`src/hdl/wpc_pkg.sv`:
```
// Shared types, constants and control records of the waypoint controller.
package wpc_pkg;

    // Field widths
    localparam int POS_BITS   = 24;
    localparam int DIFF_W     = POS_BITS + 1;
    localparam int PROD_W     = 2 * DIFF_W;
    localparam int ROOT_W     = PROD_W / 2;
    localparam int EL_W       = 20;
    localparam int DIST_W     = 48;
    localparam int TIME_W     = 40;
    localparam int SEQ_W      = 32;
    localparam int GAIN_W     = 8;
    localparam int CFG_W      = 23;
    localparam int CFG_IDX_W  = 3;
    localparam int OP_W       = 2;
    localparam int S_DATA_W   = ((3 * POS_BITS + EL_W + 7) / 8) * 8;

    localparam int MAX_GOALS_DEF = 16;

    // Operation codes on s_tuser
    localparam logic [OP_W-1:0] OP_ODOM   = 2'd0;
    localparam logic [OP_W-1:0] OP_APPEND = 2'd1;
    localparam logic [OP_W-1:0] OP_CLEAR  = 2'd2;

    // Register indexes
    localparam logic [CFG_IDX_W-1:0] CFG_P_GAIN    = 3'd0;
    localparam logic [CFG_IDX_W-1:0] CFG_MAX_SPEED = 3'd1;
    localparam logic [CFG_IDX_W-1:0] CFG_GOAL_TOL  = 3'd2;
    localparam logic [CFG_IDX_W-1:0] CFG_TAKEOFF_H = 3'd3;
    localparam logic [CFG_IDX_W-1:0] CFG_CLIMB     = 3'd4;
    localparam logic [CFG_IDX_W-1:0] CFG_MOVE_THR  = 3'd5;

    // Register reset values
    localparam logic [GAIN_W-1:0] RST_P_GAIN    = 8'd128;
    localparam logic [CFG_W-1:0]  RST_MAX_SPEED = 23'd65536;
    localparam logic [CFG_W-1:0]  RST_GOAL_TOL  = 23'd32768;
    localparam logic [CFG_W-1:0]  RST_TAKEOFF_H = 23'd32768;
    localparam logic [CFG_W-1:0]  RST_CLIMB     = 23'd6554;
    localparam logic [CFG_W-1:0]  RST_MOVE_THR  = 23'd655;

    // Axis indexes
    localparam logic [1:0] AX_X = 2'd0;
    localparam logic [1:0] AX_Y = 2'd1;
    localparam logic [1:0] AX_Z = 2'd2;

    typedef enum logic [4:0] {
        ST_IDLE, ST_SQX, ST_SQY, ST_SQZ, ST_SQE, ST_RINIT, ST_ROOT, ST_ACC,
        ST_MODE, ST_GRD, ST_GX, ST_GY, ST_GZ, ST_GT, ST_GE, ST_GRD2,
        ST_DX, ST_DY, ST_DZ, ST_DE, ST_EM_TO, ST_EM_HV, ST_EM_DRV
    } state_t;

    typedef enum logic [1:0] {
        MS_STEP, MS_GOAL, MS_TOL, MS_GAIN
    } mul_src_t;

    typedef enum logic [1:0] {
        EM_NONE, EM_TAKEOFF, EM_HOVER, EM_DRIVE
    } emit_t;

    typedef struct packed {
        logic       in_ready;
        logic       mul_en;
        mul_src_t   mul_src;
        logic [1:0] mul_axis;
        logic       acc_load;
        logic       acc_add;
        logic       root_init;
        logic       root_step;
        logic       upd_sums;
        logic       set_airborne;
        logic       goal_rd;
        logic       adv_ptr;
        logic       set_idle;
        logic       drv_store;
        logic [1:0] store_axis;
        emit_t      emit;
    } cmd_t;

    typedef struct packed {
        logic odom_req;
        logic first_sample;
        logic airborne;
        logic below_takeoff;
        logic goal_active;
        logic near;
        logic last_goal;
        logic out_free;
        logic root_last;
        logic ptr_ok;
    } status_t;

endpackage

```
`src/hdl/waypoint_p_controller.sv`:
```
// Waypoint proportional controller: top level joining sequencer and datapath.
//
// Input stream s_*: s_tuser carries the operation (odometry sample, append
// goal, clear goals); s_tdata carries x, y, z and elapsed microseconds.
// Append and clear take effect in the cycle they are accepted and can follow
// back to back. An odometry request occupies the block: s_tready stays low
// until it completes. Configuration writes go over cfg_*; the user must make
// them only while it is idle, as the block itself does not enforce it.
// Result stream m_*: at most one command per odometry request, held in an
// output register; the next request is accepted while it waits. The step is
// squared on a shared 25x25 multiplier used one axis per cycle (SQX, SQY,
// SQZ, SQE), the 25-step bit-serial square root of the step length is taken
// (RINIT, ROOT), the sums updated (ACC) and the mode picked (MODE); the
// first sample starts at ACC. Steering reads and tests the goal (GRD, GX,
// GY, GZ, GT, GE), reads the next goal (GRD2) once one is reached, and
// scales the drive (DX, DY, DZ, DE). s_tready returns with the sequencer in
// idle. A full output register holds the sequencer in its emit state until
// m_tready. Reset (aresetn low, synchronous) empties the goal list, clears
// the sums and counter, resets the flags and restores the register defaults.
module waypoint_p_controller #(
    parameter int MAX_GOALS = wpc_pkg::MAX_GOALS_DEF,
    localparam int CNT_W    = $clog2(MAX_GOALS + 1),
    localparam int OUT_W    = wpc_pkg::SEQ_W + 3 * wpc_pkg::POS_BITS + 1 + CNT_W
                              + wpc_pkg::DIST_W + wpc_pkg::TIME_W,
    localparam int M_DATA_W = ((OUT_W + 7) / 8) * 8
) (
    input  logic                          aclk,
    input  logic                          aresetn,
    input  logic                          s_tvalid,
    output logic                          s_tready,
    // pos_x, pos_y, pos_z, elapsed_us (lowest first), zero padded
    input  logic [wpc_pkg::S_DATA_W-1:0]  s_tdata,
    // operation
    input  logic [wpc_pkg::OP_W-1:0]      s_tuser,
    input  logic                          cfg_valid,
    output logic                          cfg_ready,
    input  logic [wpc_pkg::CFG_IDX_W-1:0] cfg_index,
    input  logic [wpc_pkg::CFG_W-1:0]     cfg_data,
    output logic                          m_tvalid,
    input  logic                          m_tready,
    // sequence_res, move_forward, move_left, move_up, mission_idle,
    // goal_number, path_length, moving_time_us (lowest first), zero padded
    output logic [M_DATA_W-1:0]           m_tdata,
    // takeoff_request
    output logic                          m_tuser
);
    wpc_pkg::cmd_t    cmd;
    wpc_pkg::status_t st;

    assign s_tready  = cmd.in_ready;
    assign cfg_ready = 1'b1;

    wpc_ctrl u_ctrl (
        .aclk    (aclk),
        .aresetn (aresetn),
        .st      (st),
        .cmd     (cmd)
    );

    wpc_dpath #(.MAX_GOALS(MAX_GOALS)) u_dpath (
        .aclk      (aclk),
        .aresetn   (aresetn),
        .s_tvalid  (s_tvalid),
        .s_tdata   (s_tdata),
        .s_tuser   (s_tuser),
        .cfg_valid (cfg_valid),
        .cfg_index (cfg_index),
        .cfg_data  (cfg_data),
        .m_tready  (m_tready),
        .cmd       (cmd),
        .st        (st),
        .m_tvalid  (m_tvalid),
        .m_tdata   (m_tdata),
        .m_tuser   (m_tuser)
    );

`ifndef SYNTHESIS
    // An odometry request holds off the next one
    a_odom_busy: assert property (@(posedge aclk) disable iff (!aresetn)
        s_tvalid && s_tready && s_tuser == wpc_pkg::OP_ODOM |=> !s_tready)
        else $error("input accepted while odometry request in progress");

    // The goal pointer never passes the goal count
    a_ptr_ok: assert property (@(posedge aclk) disable iff (!aresetn)
        st.ptr_ok)
        else $error("goal pointer beyond goal count");

    // A command emitted while the output is stalled keeps m_tvalid high
    a_emit_free: assert property (@(posedge aclk) disable iff (!aresetn)
        cmd.emit != wpc_pkg::EM_NONE && !st.out_free |=> m_tvalid)
        else $error("pending command lost while output stalled");
`endif
endmodule

```
`src/hdl/wpc_sqrt.sv`:
```
// Bit-serial integer square root, one result bit per cycle in which step is high.
module wpc_sqrt (
    input  logic                        aclk,
    input  logic                        aresetn,
    input  logic                        init,
    input  logic                        step,
    input  logic [wpc_pkg::PROD_W-1:0]  radicand,
    output logic [wpc_pkg::ROOT_W-1:0]  root,
    output logic                        last
);
    localparam int CNT_W = $clog2(wpc_pkg::ROOT_W);

    logic [wpc_pkg::PROD_W-1:0] rad_reg;
    logic [wpc_pkg::ROOT_W+1:0] rem_reg;
    logic [wpc_pkg::ROOT_W-1:0] root_reg;
    logic [CNT_W-1:0]           cnt_reg;
    logic [wpc_pkg::ROOT_W+1:0] rem_try;
    logic [wpc_pkg::ROOT_W+1:0] trial;
    logic                       fits;

    // Bring down two radicand bits and try the next root bit
    always_comb begin
        rem_try = {rem_reg[wpc_pkg::ROOT_W-1:0],
                   rad_reg[wpc_pkg::PROD_W-1 -: 2]};
        trial   = {root_reg, 2'b01};
        fits    = (rem_try >= trial);
    end

    always_ff @(posedge aclk) begin
        if (!aresetn) begin
            cnt_reg <= '0;
        end else if (init) begin
            cnt_reg <= '0;
        end else if (step) begin
            cnt_reg <= cnt_reg + 1'b1;
        end
    end

    always_ff @(posedge aclk) begin
        if (init) begin
            rad_reg  <= radicand;
            rem_reg  <= '0;
            root_reg <= '0;
        end else if (step) begin
            rad_reg  <= {rad_reg[wpc_pkg::PROD_W-3:0], 2'b00};
            rem_reg  <= fits ? (rem_try - trial) : rem_try;
            root_reg <= {root_reg[wpc_pkg::ROOT_W-2:0], fits};
        end
    end

    assign root = root_reg;
    assign last = (cnt_reg == CNT_W'(wpc_pkg::ROOT_W - 1));
endmodule

```
`src/hdl/wpc_ctrl.sv`:
```
// Sequencer that steps the waypoint datapath through one odometry request.
module wpc_ctrl (
    input  logic              aclk,
    input  logic              aresetn,
    input  wpc_pkg::status_t  st,
    output wpc_pkg::cmd_t     cmd
);
    wpc_pkg::state_t state_reg, state_next;

    always_ff @(posedge aclk) begin
        if (!aresetn) begin
            state_reg <= wpc_pkg::ST_IDLE;
        end else begin
            state_reg <= state_next;
        end
    end

    // Next state
    always_comb begin
        state_next = state_reg;
        unique case (state_reg)
            wpc_pkg::ST_IDLE: begin
                if (st.odom_req) begin
                    state_next = st.first_sample ? wpc_pkg::ST_ACC : wpc_pkg::ST_SQX;
                end
            end
            wpc_pkg::ST_SQX:   state_next = wpc_pkg::ST_SQY;
            wpc_pkg::ST_SQY:   state_next = wpc_pkg::ST_SQZ;
            wpc_pkg::ST_SQZ:   state_next = wpc_pkg::ST_SQE;
            wpc_pkg::ST_SQE:   state_next = wpc_pkg::ST_RINIT;
            wpc_pkg::ST_RINIT: state_next = wpc_pkg::ST_ROOT;
            wpc_pkg::ST_ROOT: begin
                if (st.root_last) state_next = wpc_pkg::ST_ACC;
            end
            wpc_pkg::ST_ACC:   state_next = wpc_pkg::ST_MODE;
            wpc_pkg::ST_MODE: begin
                priority if (!st.airborne) begin
                    state_next = st.below_takeoff ? wpc_pkg::ST_EM_TO : wpc_pkg::ST_IDLE;
                end else if (st.goal_active) begin
                    state_next = wpc_pkg::ST_GRD;
                end else begin
                    state_next = wpc_pkg::ST_EM_HV;
                end
            end
            wpc_pkg::ST_GRD:   state_next = wpc_pkg::ST_GX;
            wpc_pkg::ST_GX:    state_next = wpc_pkg::ST_GY;
            wpc_pkg::ST_GY:    state_next = wpc_pkg::ST_GZ;
            wpc_pkg::ST_GZ:    state_next = wpc_pkg::ST_GT;
            wpc_pkg::ST_GT:    state_next = wpc_pkg::ST_GE;
            wpc_pkg::ST_GE: begin
                priority if (!st.near) begin
                    state_next = wpc_pkg::ST_DX;
                end else if (st.last_goal) begin
                    state_next = wpc_pkg::ST_EM_HV;
                end else begin
                    state_next = wpc_pkg::ST_GRD2;
                end
            end
            wpc_pkg::ST_GRD2:  state_next = wpc_pkg::ST_DX;
            wpc_pkg::ST_DX:    state_next = wpc_pkg::ST_DY;
            wpc_pkg::ST_DY:    state_next = wpc_pkg::ST_DZ;
            wpc_pkg::ST_DZ:    state_next = wpc_pkg::ST_DE;
            wpc_pkg::ST_DE:    state_next = wpc_pkg::ST_EM_DRV;
            wpc_pkg::ST_EM_TO, wpc_pkg::ST_EM_HV, wpc_pkg::ST_EM_DRV: begin
                if (st.out_free) state_next = wpc_pkg::ST_IDLE;
            end
            default: state_next = wpc_pkg::ST_IDLE;
        endcase
    end

    // Command outputs
    always_comb begin
        cmd = '0;
        cmd.mul_src = wpc_pkg::MS_STEP;
        cmd.emit    = wpc_pkg::EM_NONE;
        unique case (state_reg)
            wpc_pkg::ST_IDLE: cmd.in_ready = 1'b1;
            wpc_pkg::ST_SQX: begin
                cmd.mul_en = 1'b1; cmd.mul_axis = wpc_pkg::AX_X;
            end
            wpc_pkg::ST_SQY: begin
                cmd.mul_en = 1'b1; cmd.mul_axis = wpc_pkg::AX_Y; cmd.acc_load = 1'b1;
            end
            wpc_pkg::ST_SQZ: begin
                cmd.mul_en = 1'b1; cmd.mul_axis = wpc_pkg::AX_Z; cmd.acc_add = 1'b1;
            end
            wpc_pkg::ST_SQE:   cmd.acc_add = 1'b1;
            wpc_pkg::ST_RINIT: cmd.root_init = 1'b1;
            wpc_pkg::ST_ROOT:  cmd.root_step = 1'b1;
            wpc_pkg::ST_ACC:   cmd.upd_sums = 1'b1;
            wpc_pkg::ST_MODE: begin
                cmd.set_airborne = !st.airborne && !st.below_takeoff;
            end
            wpc_pkg::ST_GRD:   cmd.goal_rd = 1'b1;
            wpc_pkg::ST_GX: begin
                cmd.mul_en = 1'b1; cmd.mul_src = wpc_pkg::MS_GOAL;
                cmd.mul_axis = wpc_pkg::AX_X;
            end
            wpc_pkg::ST_GY: begin
                cmd.mul_en = 1'b1; cmd.mul_src = wpc_pkg::MS_GOAL;
                cmd.mul_axis = wpc_pkg::AX_Y; cmd.acc_load = 1'b1;
            end
            wpc_pkg::ST_GZ: begin
                cmd.mul_en = 1'b1; cmd.mul_src = wpc_pkg::MS_GOAL;
                cmd.mul_axis = wpc_pkg::AX_Z; cmd.acc_add = 1'b1;
            end
            wpc_pkg::ST_GT: begin
                cmd.mul_en = 1'b1; cmd.mul_src = wpc_pkg::MS_TOL; cmd.acc_add = 1'b1;
            end
            wpc_pkg::ST_GE: begin
                cmd.adv_ptr  = st.near;
                cmd.set_idle = st.near && st.last_goal;
            end
            wpc_pkg::ST_GRD2:  cmd.goal_rd = 1'b1;
            wpc_pkg::ST_DX: begin
                cmd.mul_en = 1'b1; cmd.mul_src = wpc_pkg::MS_GAIN;
                cmd.mul_axis = wpc_pkg::AX_X;
            end
            wpc_pkg::ST_DY: begin
                cmd.mul_en = 1'b1; cmd.mul_src = wpc_pkg::MS_GAIN;
                cmd.mul_axis = wpc_pkg::AX_Y;
                cmd.drv_store = 1'b1; cmd.store_axis = wpc_pkg::AX_X;
            end
            wpc_pkg::ST_DZ: begin
                cmd.mul_en = 1'b1; cmd.mul_src = wpc_pkg::MS_GAIN;
                cmd.mul_axis = wpc_pkg::AX_Z;
                cmd.drv_store = 1'b1; cmd.store_axis = wpc_pkg::AX_Y;
            end
            wpc_pkg::ST_DE: begin
                cmd.drv_store = 1'b1; cmd.store_axis = wpc_pkg::AX_Z;
            end
            wpc_pkg::ST_EM_TO:  cmd.emit = wpc_pkg::EM_TAKEOFF;
            wpc_pkg::ST_EM_HV:  cmd.emit = wpc_pkg::EM_HOVER;
            wpc_pkg::ST_EM_DRV: cmd.emit = wpc_pkg::EM_DRIVE;
            default: cmd.in_ready = 1'b0;
        endcase
    end
endmodule

```
`src/hdl/wpc_dpath.sv`:
```
// Datapath: goal memory, shared multiplier, accumulators and output register.
module wpc_dpath #(
    parameter int MAX_GOALS = wpc_pkg::MAX_GOALS_DEF,
    localparam int CNT_W    = $clog2(MAX_GOALS + 1),
    localparam int IDX_W    = (MAX_GOALS > 1) ? $clog2(MAX_GOALS) : 1,
    localparam int OUT_W    = wpc_pkg::SEQ_W + 3 * wpc_pkg::POS_BITS + 1 + CNT_W
                              + wpc_pkg::DIST_W + wpc_pkg::TIME_W,
    localparam int M_DATA_W = ((OUT_W + 7) / 8) * 8
) (
    input  logic                              aclk,
    input  logic                              aresetn,
    input  logic                              s_tvalid,
    input  logic [wpc_pkg::S_DATA_W-1:0]      s_tdata,
    input  logic [wpc_pkg::OP_W-1:0]          s_tuser,
    input  logic                              cfg_valid,
    input  logic [wpc_pkg::CFG_IDX_W-1:0]     cfg_index,
    input  logic [wpc_pkg::CFG_W-1:0]         cfg_data,
    input  logic                              m_tready,
    input  wpc_pkg::cmd_t                     cmd,
    output wpc_pkg::status_t                  st,
    output logic                              m_tvalid,
    output logic [M_DATA_W-1:0]               m_tdata,
    output logic                              m_tuser
);
    localparam int PB = wpc_pkg::POS_BITS;
    localparam int DW = wpc_pkg::DIFF_W;
    localparam int PW = wpc_pkg::PROD_W;
    localparam int RW = wpc_pkg::ROOT_W;
    localparam int GW = 3 * PB;

    // Configuration registers
    logic [wpc_pkg::GAIN_W-1:0] p_gain_reg;
    logic [wpc_pkg::CFG_W-1:0]  max_speed_reg, goal_tol_reg, takeoff_reg;
    logic [wpc_pkg::CFG_W-1:0]  climb_reg, move_thr_reg;

    // Mission state
    logic signed [PB-1:0]       in_pos_reg   [3];
    logic signed [PB-1:0]       last_pos_reg [3];
    logic signed [PB-1:0]       goal_q_reg   [3];
    logic signed [PB-1:0]       drv_reg      [3];
    logic [wpc_pkg::EL_W-1:0]   el_reg;
    logic                       first_reg, airborne_reg, idle_reg;
    logic [CNT_W-1:0]           cnt_reg, ptr_reg;
    logic [wpc_pkg::DIST_W-1:0] dist_reg;
    logic [wpc_pkg::TIME_W-1:0] time_reg;
    logic [wpc_pkg::SEQ_W-1:0]  seq_reg;
    logic [GW-1:0]              goal_mem [MAX_GOALS];

    // Arithmetic
    logic signed [DW-1:0]       step_diff, goal_diff, mul_a, mul_b;
    logic signed [PW-1:0]       prod_reg;
    logic [PW-1:0]              acc_reg;
    logic [RW-1:0]              root;
    logic                       root_last;
    logic signed [PW-1:0]       prod_adj;
    logic signed [DW+9:0]       quot, lim;
    logic signed [PB-1:0]       drv_val;
    logic [wpc_pkg::DIST_W:0]   dist_sum;
    logic [wpc_pkg::TIME_W:0]   time_sum;

    // Output register
    logic                       out_valid_reg, out_to_reg, out_idle_reg;
    logic [wpc_pkg::SEQ_W-1:0]  out_seq_reg;
    logic signed [PB-1:0]       out_mv_reg [3];
    logic [CNT_W-1:0]           out_goal_reg;
    logic [wpc_pkg::DIST_W-1:0] out_dist_reg;
    logic [wpc_pkg::TIME_W-1:0] out_time_reg;

    logic in_acc, out_free, do_emit;

    assign in_acc   = s_tvalid && cmd.in_ready;
    assign out_free = !out_valid_reg || m_tready;
    assign do_emit  = (cmd.emit != wpc_pkg::EM_NONE) && out_free;

    // Configuration writes
    always_ff @(posedge aclk) begin
        if (!aresetn) begin
            p_gain_reg    <= wpc_pkg::RST_P_GAIN;
            max_speed_reg <= wpc_pkg::RST_MAX_SPEED;
            goal_tol_reg  <= wpc_pkg::RST_GOAL_TOL;
            takeoff_reg   <= wpc_pkg::RST_TAKEOFF_H;
            climb_reg     <= wpc_pkg::RST_CLIMB;
            move_thr_reg  <= wpc_pkg::RST_MOVE_THR;
        end else if (cfg_valid) begin
            unique case (cfg_index)
                wpc_pkg::CFG_P_GAIN:    p_gain_reg    <= cfg_data[wpc_pkg::GAIN_W-1:0];
                wpc_pkg::CFG_MAX_SPEED: max_speed_reg <= cfg_data;
                wpc_pkg::CFG_GOAL_TOL:  goal_tol_reg  <= cfg_data;
                wpc_pkg::CFG_TAKEOFF_H: takeoff_reg   <= cfg_data;
                wpc_pkg::CFG_CLIMB:     climb_reg     <= cfg_data;
                wpc_pkg::CFG_MOVE_THR:  move_thr_reg  <= cfg_data;
                default: ;
            endcase
        end
    end

    // Capture an odometry request
    always_ff @(posedge aclk) begin
        if (in_acc && s_tuser == wpc_pkg::OP_ODOM) begin
            in_pos_reg[0] <= s_tdata[PB-1:0];
            in_pos_reg[1] <= s_tdata[2*PB-1:PB];
            in_pos_reg[2] <= s_tdata[3*PB-1:2*PB];
            el_reg        <= s_tdata[3*PB +: wpc_pkg::EL_W];
        end
    end

    // Goal memory: append at the count, read at the pointer
    always_ff @(posedge aclk) begin
        if (in_acc && s_tuser == wpc_pkg::OP_APPEND && cnt_reg < CNT_W'(MAX_GOALS)) begin
            goal_mem[cnt_reg[IDX_W-1:0]] <= s_tdata[GW-1:0];
        end
        if (cmd.goal_rd) begin
            {goal_q_reg[2], goal_q_reg[1], goal_q_reg[0]} <= goal_mem[ptr_reg[IDX_W-1:0]];
        end
    end

    // Goal list bookkeeping and flags
    always_ff @(posedge aclk) begin
        if (!aresetn) begin
            cnt_reg      <= '0;
            ptr_reg      <= '0;
            idle_reg     <= 1'b0;
            airborne_reg <= 1'b0;
        end else begin
            if (in_acc && s_tuser == wpc_pkg::OP_APPEND && cnt_reg < CNT_W'(MAX_GOALS)) begin
                cnt_reg  <= cnt_reg + 1'b1;
                idle_reg <= 1'b0;
            end else if (in_acc && s_tuser == wpc_pkg::OP_CLEAR) begin
                cnt_reg  <= '0;
                ptr_reg  <= '0;
                idle_reg <= 1'b0;
            end
            if (cmd.adv_ptr)      ptr_reg      <= ptr_reg + 1'b1;
            if (cmd.set_idle)     idle_reg     <= 1'b1;
            if (cmd.set_airborne) airborne_reg <= 1'b1;
        end
    end

    // Shared multiplier operands
    always_comb begin
        step_diff = DW'(in_pos_reg[cmd.mul_axis]) - DW'(last_pos_reg[cmd.mul_axis]);
        goal_diff = DW'(goal_q_reg[cmd.mul_axis]) - DW'(in_pos_reg[cmd.mul_axis]);
        unique case (cmd.mul_src)
            wpc_pkg::MS_STEP: begin mul_a = step_diff; mul_b = step_diff; end
            wpc_pkg::MS_GOAL: begin mul_a = goal_diff; mul_b = goal_diff; end
            wpc_pkg::MS_TOL: begin
                mul_a = $signed(DW'(goal_tol_reg));
                mul_b = $signed(DW'(goal_tol_reg));
            end
            wpc_pkg::MS_GAIN: begin
                mul_a = goal_diff;
                mul_b = $signed(DW'(p_gain_reg));
            end
            default: begin mul_a = '0; mul_b = '0; end
        endcase
    end

    always_ff @(posedge aclk) begin
        if (cmd.mul_en) prod_reg <= mul_a * mul_b;
        if (cmd.acc_load)     acc_reg <= prod_reg;
        else if (cmd.acc_add) acc_reg <= acc_reg + prod_reg;
    end

    wpc_sqrt u_sqrt (
        .aclk     (aclk),
        .aresetn  (aresetn),
        .init     (cmd.root_init),
        .step     (cmd.root_step),
        .radicand (acc_reg),
        .root     (root),
        .last     (root_last)
    );

    // Saturating path and moving-time sums
    assign dist_sum = {1'b0, dist_reg} + (wpc_pkg::DIST_W + 1)'(root);
    assign time_sum = {1'b0, time_reg} + (wpc_pkg::TIME_W + 1)'(el_reg);

    always_ff @(posedge aclk) begin
        if (!aresetn) begin
            first_reg <= 1'b1;
            dist_reg  <= '0;
            time_reg  <= '0;
            for (int i = 0; i < 3; i++) last_pos_reg[i] <= '0;
        end else if (cmd.upd_sums) begin
            if (!first_reg) begin
                dist_reg <= dist_sum[wpc_pkg::DIST_W] ? '1 : dist_sum[wpc_pkg::DIST_W-1:0];
                if (root > RW'(move_thr_reg)) begin
                    time_reg <= time_sum[wpc_pkg::TIME_W] ? '1
                                                          : time_sum[wpc_pkg::TIME_W-1:0];
                end
            end
            for (int i = 0; i < 3; i++) last_pos_reg[i] <= in_pos_reg[i];
            first_reg <= 1'b0;
        end
    end

    // Drive command: truncate toward zero, then clamp
    always_comb begin
        prod_adj = prod_reg + (prod_reg[PW-1] ? PW'(255) : PW'(0));
        quot     = (DW + 10)'(prod_adj >>> 8);
        lim      = $signed((DW + 10)'(max_speed_reg));
        priority if (quot > lim)  drv_val = PB'(lim);
        else if (quot < -lim)     drv_val = PB'(-lim);
        else                      drv_val = PB'(quot);
    end

    always_ff @(posedge aclk) begin
        if (cmd.drv_store) drv_reg[cmd.store_axis] <= drv_val;
    end

    // Command counter and output register
    always_ff @(posedge aclk) begin
        if (!aresetn) begin
            seq_reg       <= '0;
            out_valid_reg <= 1'b0;
        end else begin
            if (do_emit) begin
                seq_reg       <= seq_reg + 1'b1;
                out_valid_reg <= 1'b1;
            end else if (m_tready) begin
                out_valid_reg <= 1'b0;
            end
        end
    end

    always_ff @(posedge aclk) begin
        if (do_emit) begin
            out_seq_reg  <= seq_reg + 1'b1;
            out_idle_reg <= idle_reg;
            out_goal_reg <= ptr_reg;
            out_dist_reg <= dist_reg;
            out_time_reg <= time_reg;
            out_to_reg   <= (cmd.emit == wpc_pkg::EM_TAKEOFF);
            unique case (cmd.emit)
                wpc_pkg::EM_TAKEOFF: begin
                    out_mv_reg[0] <= '0;
                    out_mv_reg[1] <= '0;
                    out_mv_reg[2] <= PB'(climb_reg);
                end
                wpc_pkg::EM_DRIVE: begin
                    for (int i = 0; i < 3; i++) out_mv_reg[i] <= drv_reg[i];
                end
                default: begin
                    for (int i = 0; i < 3; i++) out_mv_reg[i] <= '0;
                end
            endcase
        end
    end

    assign m_tvalid = out_valid_reg;
    assign m_tuser  = out_to_reg;
    assign m_tdata  = M_DATA_W'({out_time_reg, out_dist_reg, out_goal_reg, out_idle_reg,
                                 out_mv_reg[2], out_mv_reg[1], out_mv_reg[0], out_seq_reg});

    // Status toward the sequencer
    always_comb begin
        st.odom_req      = in_acc && (s_tuser == wpc_pkg::OP_ODOM);
        st.first_sample  = first_reg;
        st.airborne      = airborne_reg;
        st.below_takeoff = $signed(DW'(in_pos_reg[2])) < $signed(DW'(takeoff_reg));
        st.goal_active   = (cnt_reg != '0) && (ptr_reg < cnt_reg);
        st.near          = acc_reg < $unsigned(prod_reg);
        st.last_goal     = ({1'b0, ptr_reg} + 1'b1) >= {1'b0, cnt_reg};
        st.out_free      = out_free;
        st.root_last     = root_last;
        st.ptr_ok        = ptr_reg <= cnt_reg;
    end
endmodule
```
`config.mk`:
```
export PLATFORM = sky130hd
export DESIGN_NAME = waypoint_p_controller
export DESIGN_NICKNAME = d
export VERILOG_FILES = /design/src/hdl/wpc_pkg.sv /design/src/hdl/waypoint_p_controller.sv /design/src/hdl/wpc_sqrt.sv /design/src/hdl/wpc_ctrl.sv /design/src/hdl/wpc_dpath.sv
export SDC_FILE = /design/constraint.sdc
export NUM_CORES = 2
export LEC_CHECK = 0
export BUFFER_PORTS_ARGS = -buffer_cell sky130_fd_sc_hd__buf_4
export CAP_MARGIN = 20
export CELL_PAD_IN_SITES_DETAIL_PLACEMENT = 0
export CELL_PAD_IN_SITES_GLOBAL_PLACEMENT = 1
export CORE_UTILIZATION = 57
export DETAILED_ROUTE_END_ITERATION = 10
export GPL_ROUTABILITY_DRIVEN = 0
export GPL_TIMING_DRIVEN = 0
export MAX_ROUTING_LAYER = met4
export PLACE_DENSITY = 0.86
export SETUP_SLACK_MARGIN = 0.1
export SLEW_MARGIN = 20
export SYNTH_ARGS = -nofsm -noshare
export SYNTH_HDL_FRONTEND = slang
export SYNTH_SLANG_ARGS = --single-unit
```
`constraint.sdc`:
```
create_clock -name aclk -period 20.5 [get_ports aclk]
set_clock_uncertainty 0.2 [all_clocks]
set_input_delay 2.05 -clock aclk [delete_from_list [all_inputs] [get_ports aclk]]
set_output_delay 2.05 -clock aclk [all_outputs]
set_load 0.05 [all_outputs]
```
==> impl_metrics.env <==
export IMPL_outcome="finished clean"
export IMPL_postRouteAntennaNets=0
export IMPL_hold_path_depth=0
export IMPL_cts_made_buffers=206
export IMPL_worst_path_largest_cell_delay_ns=0.88
export IMPL_cap_violations=0
export IMPL_track_usage_pct=36.30
export IMPL_rr_worst_depth=44
export IMPL_vias_per_cell=6.274
export IMPL_cts_setup_buffers=0
export IMPL_maxSlewHeadroom_pct=15.35
export IMPL_rsz0062_at_grt="no"
export IMPL_vias=80980
export IMPL_r2r_slack_ns=4.08
export IMPL_post_drt_wl_per_cell_um=28.48
export IMPL_tightestPinTransition_ns=1.270
export IMPL_fillers=14830
export IMPL_fin_util_pct=64.67
export IMPL_hold_buffers=0
export IMPL_final_nets=11290
export IMPL_path_class="reg -> reg"
export IMPL_start_kind="register"
export IMPL_clk_latency_ns=0.92
export IMPL_synth_seq_cells=2126
export IMPL_multi_input_area_mm2=0.05173
export IMPL_hold_violations=0
export IMPL_die_w_um=455.6
export IMPL_dpl_hpwl_um=263600
export IMPL_grt_max_degree=52
export IMPL_numPortBuffers=324
export IMPL_place_ws_ns=4.575
export IMPL_synthDominantCellAreaShare_pct=46.32
export IMPL_die_h_um=455.6
export IMPL_clkSinkCount=2126
export IMPL_cp_required_ns=20.88
export IMPL_register_area_mm2=0.06067
export IMPL_grt_pass1_vias=80520
export IMPL_hp_start="u_dpath.dist_reg[17]"
export IMPL_largest_reg_flops=1152
export IMPL_drt_first_pass_iters=9
export IMPL_async_flop_share_pct=0
export IMPL_cts_tree="built"
export IMPL_yosysSeqAreaShare_pct=51.73
export IMPL_ios=333
export IMPL_drtIter0Drc=10210
export IMPL_fp_coreArea_mm2=0.2046
export IMPL_grt_ovfl_total=0
export IMPL_clockBufferDepth=3
export IMPL_min_period_ns=16.42
export IMPL_cpMaxStageDelayCell="nor2_1"
export IMPL_wl_um=367600
export IMPL_hold_end="u_dpath.out_dist_reg[17]"
export IMPL_critical_path_arrival_ns=16.80
export IMPL_drive_gt1_share_pct=12.87
export IMPL_yosys_warnings=0
export IMPL_clkSlewWorstSetupHoldPaths_ns=0.07
export IMPL_cts_htree_levels=4
export IMPL_critical_path_max_fanout=10
export IMPL_holdCritPathClass="reg -> reg"
export IMPL_drv_slew=0
export IMPL_synth_cell_type_count=102
export IMPL_route_detailed_drc=0
export IMPL_syn_inst=9327
export IMPL_rows=166
export IMPL_area_growth_pct=12.82
export IMPL_fmax_ghz=0.06089
export IMPL_antenna_found_initial=24
export IMPL_worstSetupEndpointType="register"
export IMPL_syn_area_per_cell_um2=12.57
export IMPL_yosysTopAreaCell="edfxtp_1"
export IMPL_setup_viol=0
export IMPL_initial_core_util_pct=57.33
export IMPL_ys_top_cells_by_area="edfxtp_1 46%, fa_1 11%, mux4_2 6.9%, dfxtp_1 5.4%, ha_1 5.2%"
export IMPL_dieArea_mm2=0.2076
export IMPL_crit_top_cell="fa_1"
export IMPL_post_route_period_util_pct=80.11
export IMPL_synth_area_mm2=0.1173
export IMPL_grt_pass1_wl_um=533500
export IMPL_synth_edf_count=1809
export IMPL_reg2reg_to="u_dpath.prod_reg[49]"
export IMPL_cts_resized=0
export IMPL_finalWorstSetupSlack_ns=4.077
export IMPL_synth_ff_type="edfxtp_1"
export IMPL_cts_root_buf="clkbuf_16"
export IMPL_tns_ns=0
export IMPL_reg2reg_from="u_ctrl.state_reg[3]"
==> worst max-delay path, delay by kind of cell, from the launching register on <==
| family | cells | cell delay, ns |
|---|---|---|
| fa+ha+maj | 10 | 4.93 |
| mux | 1 | 0.35 |
| flops | 1 | 0.35 |
| compound gates | 12 | 4.00 |
| simple gates | 11 | 3.04 |
| xor+xnor | 1 | 0.40 |
| buf+inv | 9 | 2.82 |
==> layout by cell type, fill, tap and decap left out, drive strengths merged, types with 55 or more instances in the layout <==
cell type | synthesis | final
nand4 | 65 | 65
mux2i | 112 | 112
nand3 | 130 | 130
nor3 | 98 | 98
dfxtp | 317 | 317
clkinv | 4 | 101
a21o | 107 | 107
o21ai | 324 | 324
mux4 | 360 | 360
xnor2 | 216 | 216
clkbuf | 333 | 604
fa | 663 | 663
nor2 | 574 | 574
o21a | 55 | 55
buf | 80 | 540
and2 | 173 | 173
nor2b | 62 | 62
inv | 935 | 945
ha | 488 | 488
edfxtp | 1809 | 1809
nand2 | 1133 | 1133
xor2 | 108 | 108
a21oi | 536 | 536
==> worst max-delay path by stage <==
stage / end / slack [ns] / cells after the start / from
detailed placement: u_dpath.prod_reg[49] / 4.57 / 44 / u_ctrl.state_reg[3]
finish: u_dpath.prod_reg[49] / 4.08 / 44 / u_ctrl.state_reg[3]
floorplan: u_dpath.prod_reg[49] / 7.90 / 44 / u_ctrl.state_reg[3]
global route: u_dpath.prod_reg[49] / 3.53 / 44 / u_ctrl.state_reg[3]
global placement: u_dpath.prod_reg[46] / 3.19 / 43 / u_ctrl.state_reg[3]
CTS: u_dpath.prod_reg[49] / 4.49 / 44 / u_ctrl.state_reg[3]
==> area by class of cell <==
type,instances,area share [%]
Inverter,939,2.666
Tap cell,2688,2.542
Clock buffer,259,4.185
Buffer,413,1.240
Clock inverter,128,1.018
Timing Repair Buffer,472,3.333
Antenna cell,33,0.06241
Multi-Input combinational cell,5850,39.10
Sequential cell,2126,45.85
==> metal layers <==
metal / vias up / part of all wire [%] / GRT usage [%]
met5: - / 0 / -
met4: 0 / 7.3 / 21.78
met3: 1171 / 9.8 / 6.353
met2: 5237 / 47 / 56.34
met1: 40220 / 36 / 44.81
li1: 34360 / - / -
==> logic make-up after synthesis <==
group           after synthesis  share of synthesized area [%]
simple gates               2503                          9.707
buf+inv                    1352                          4.379
other cells                   2                       0.006403
fa+ha+maj                  1151                          16.52
flops                      2126                          51.73
mux                         479                          7.936
xor+xnor                    324                          2.426
compound gates             1390                          7.292
==> Yosys cell counts (21+ instances only) <==
library cell	n
mux2i_1	112
nand3_1	129
inv_1	935
xor2_1	108
a31oi_1	38
nor2_1	572
a21o_1	107
a21oi_1	535
edfxtp_1	1809
buf_2	22
nand2b_1	52
nor2b_1	62
nand4_1	64
mux4_2	360
clkbuf_1	333
ha_1	488
o21ai_0	315
xnor2_1	215
o211ai_1	33
or2_2	32
and2_1	171
o21a_1	55
o21bai_1	49
fa_1	663
o31ai_1	21
nor4_1	23
nor3_1	95
nand2_1	1132
and3_1	52
dfxtp_1	317
or3_1	35
buf_1	51
a211oi_1	35
==> stage by stage <==
stage,instance area [um2],hold slack (ns),cells
floorplan,117300,0.2079,9328
global placement,123100,0.2175,12340
detailed placement,125300,0.2208,12490
CTS,132200,0.2282,12870
global route,132300,0.2582,12900
finish,132300,0.2436,12910
Power is left out: the tool's default activity adds up to more than one toggle a clock period on the data nets, which glitch-free logic cannot reach.
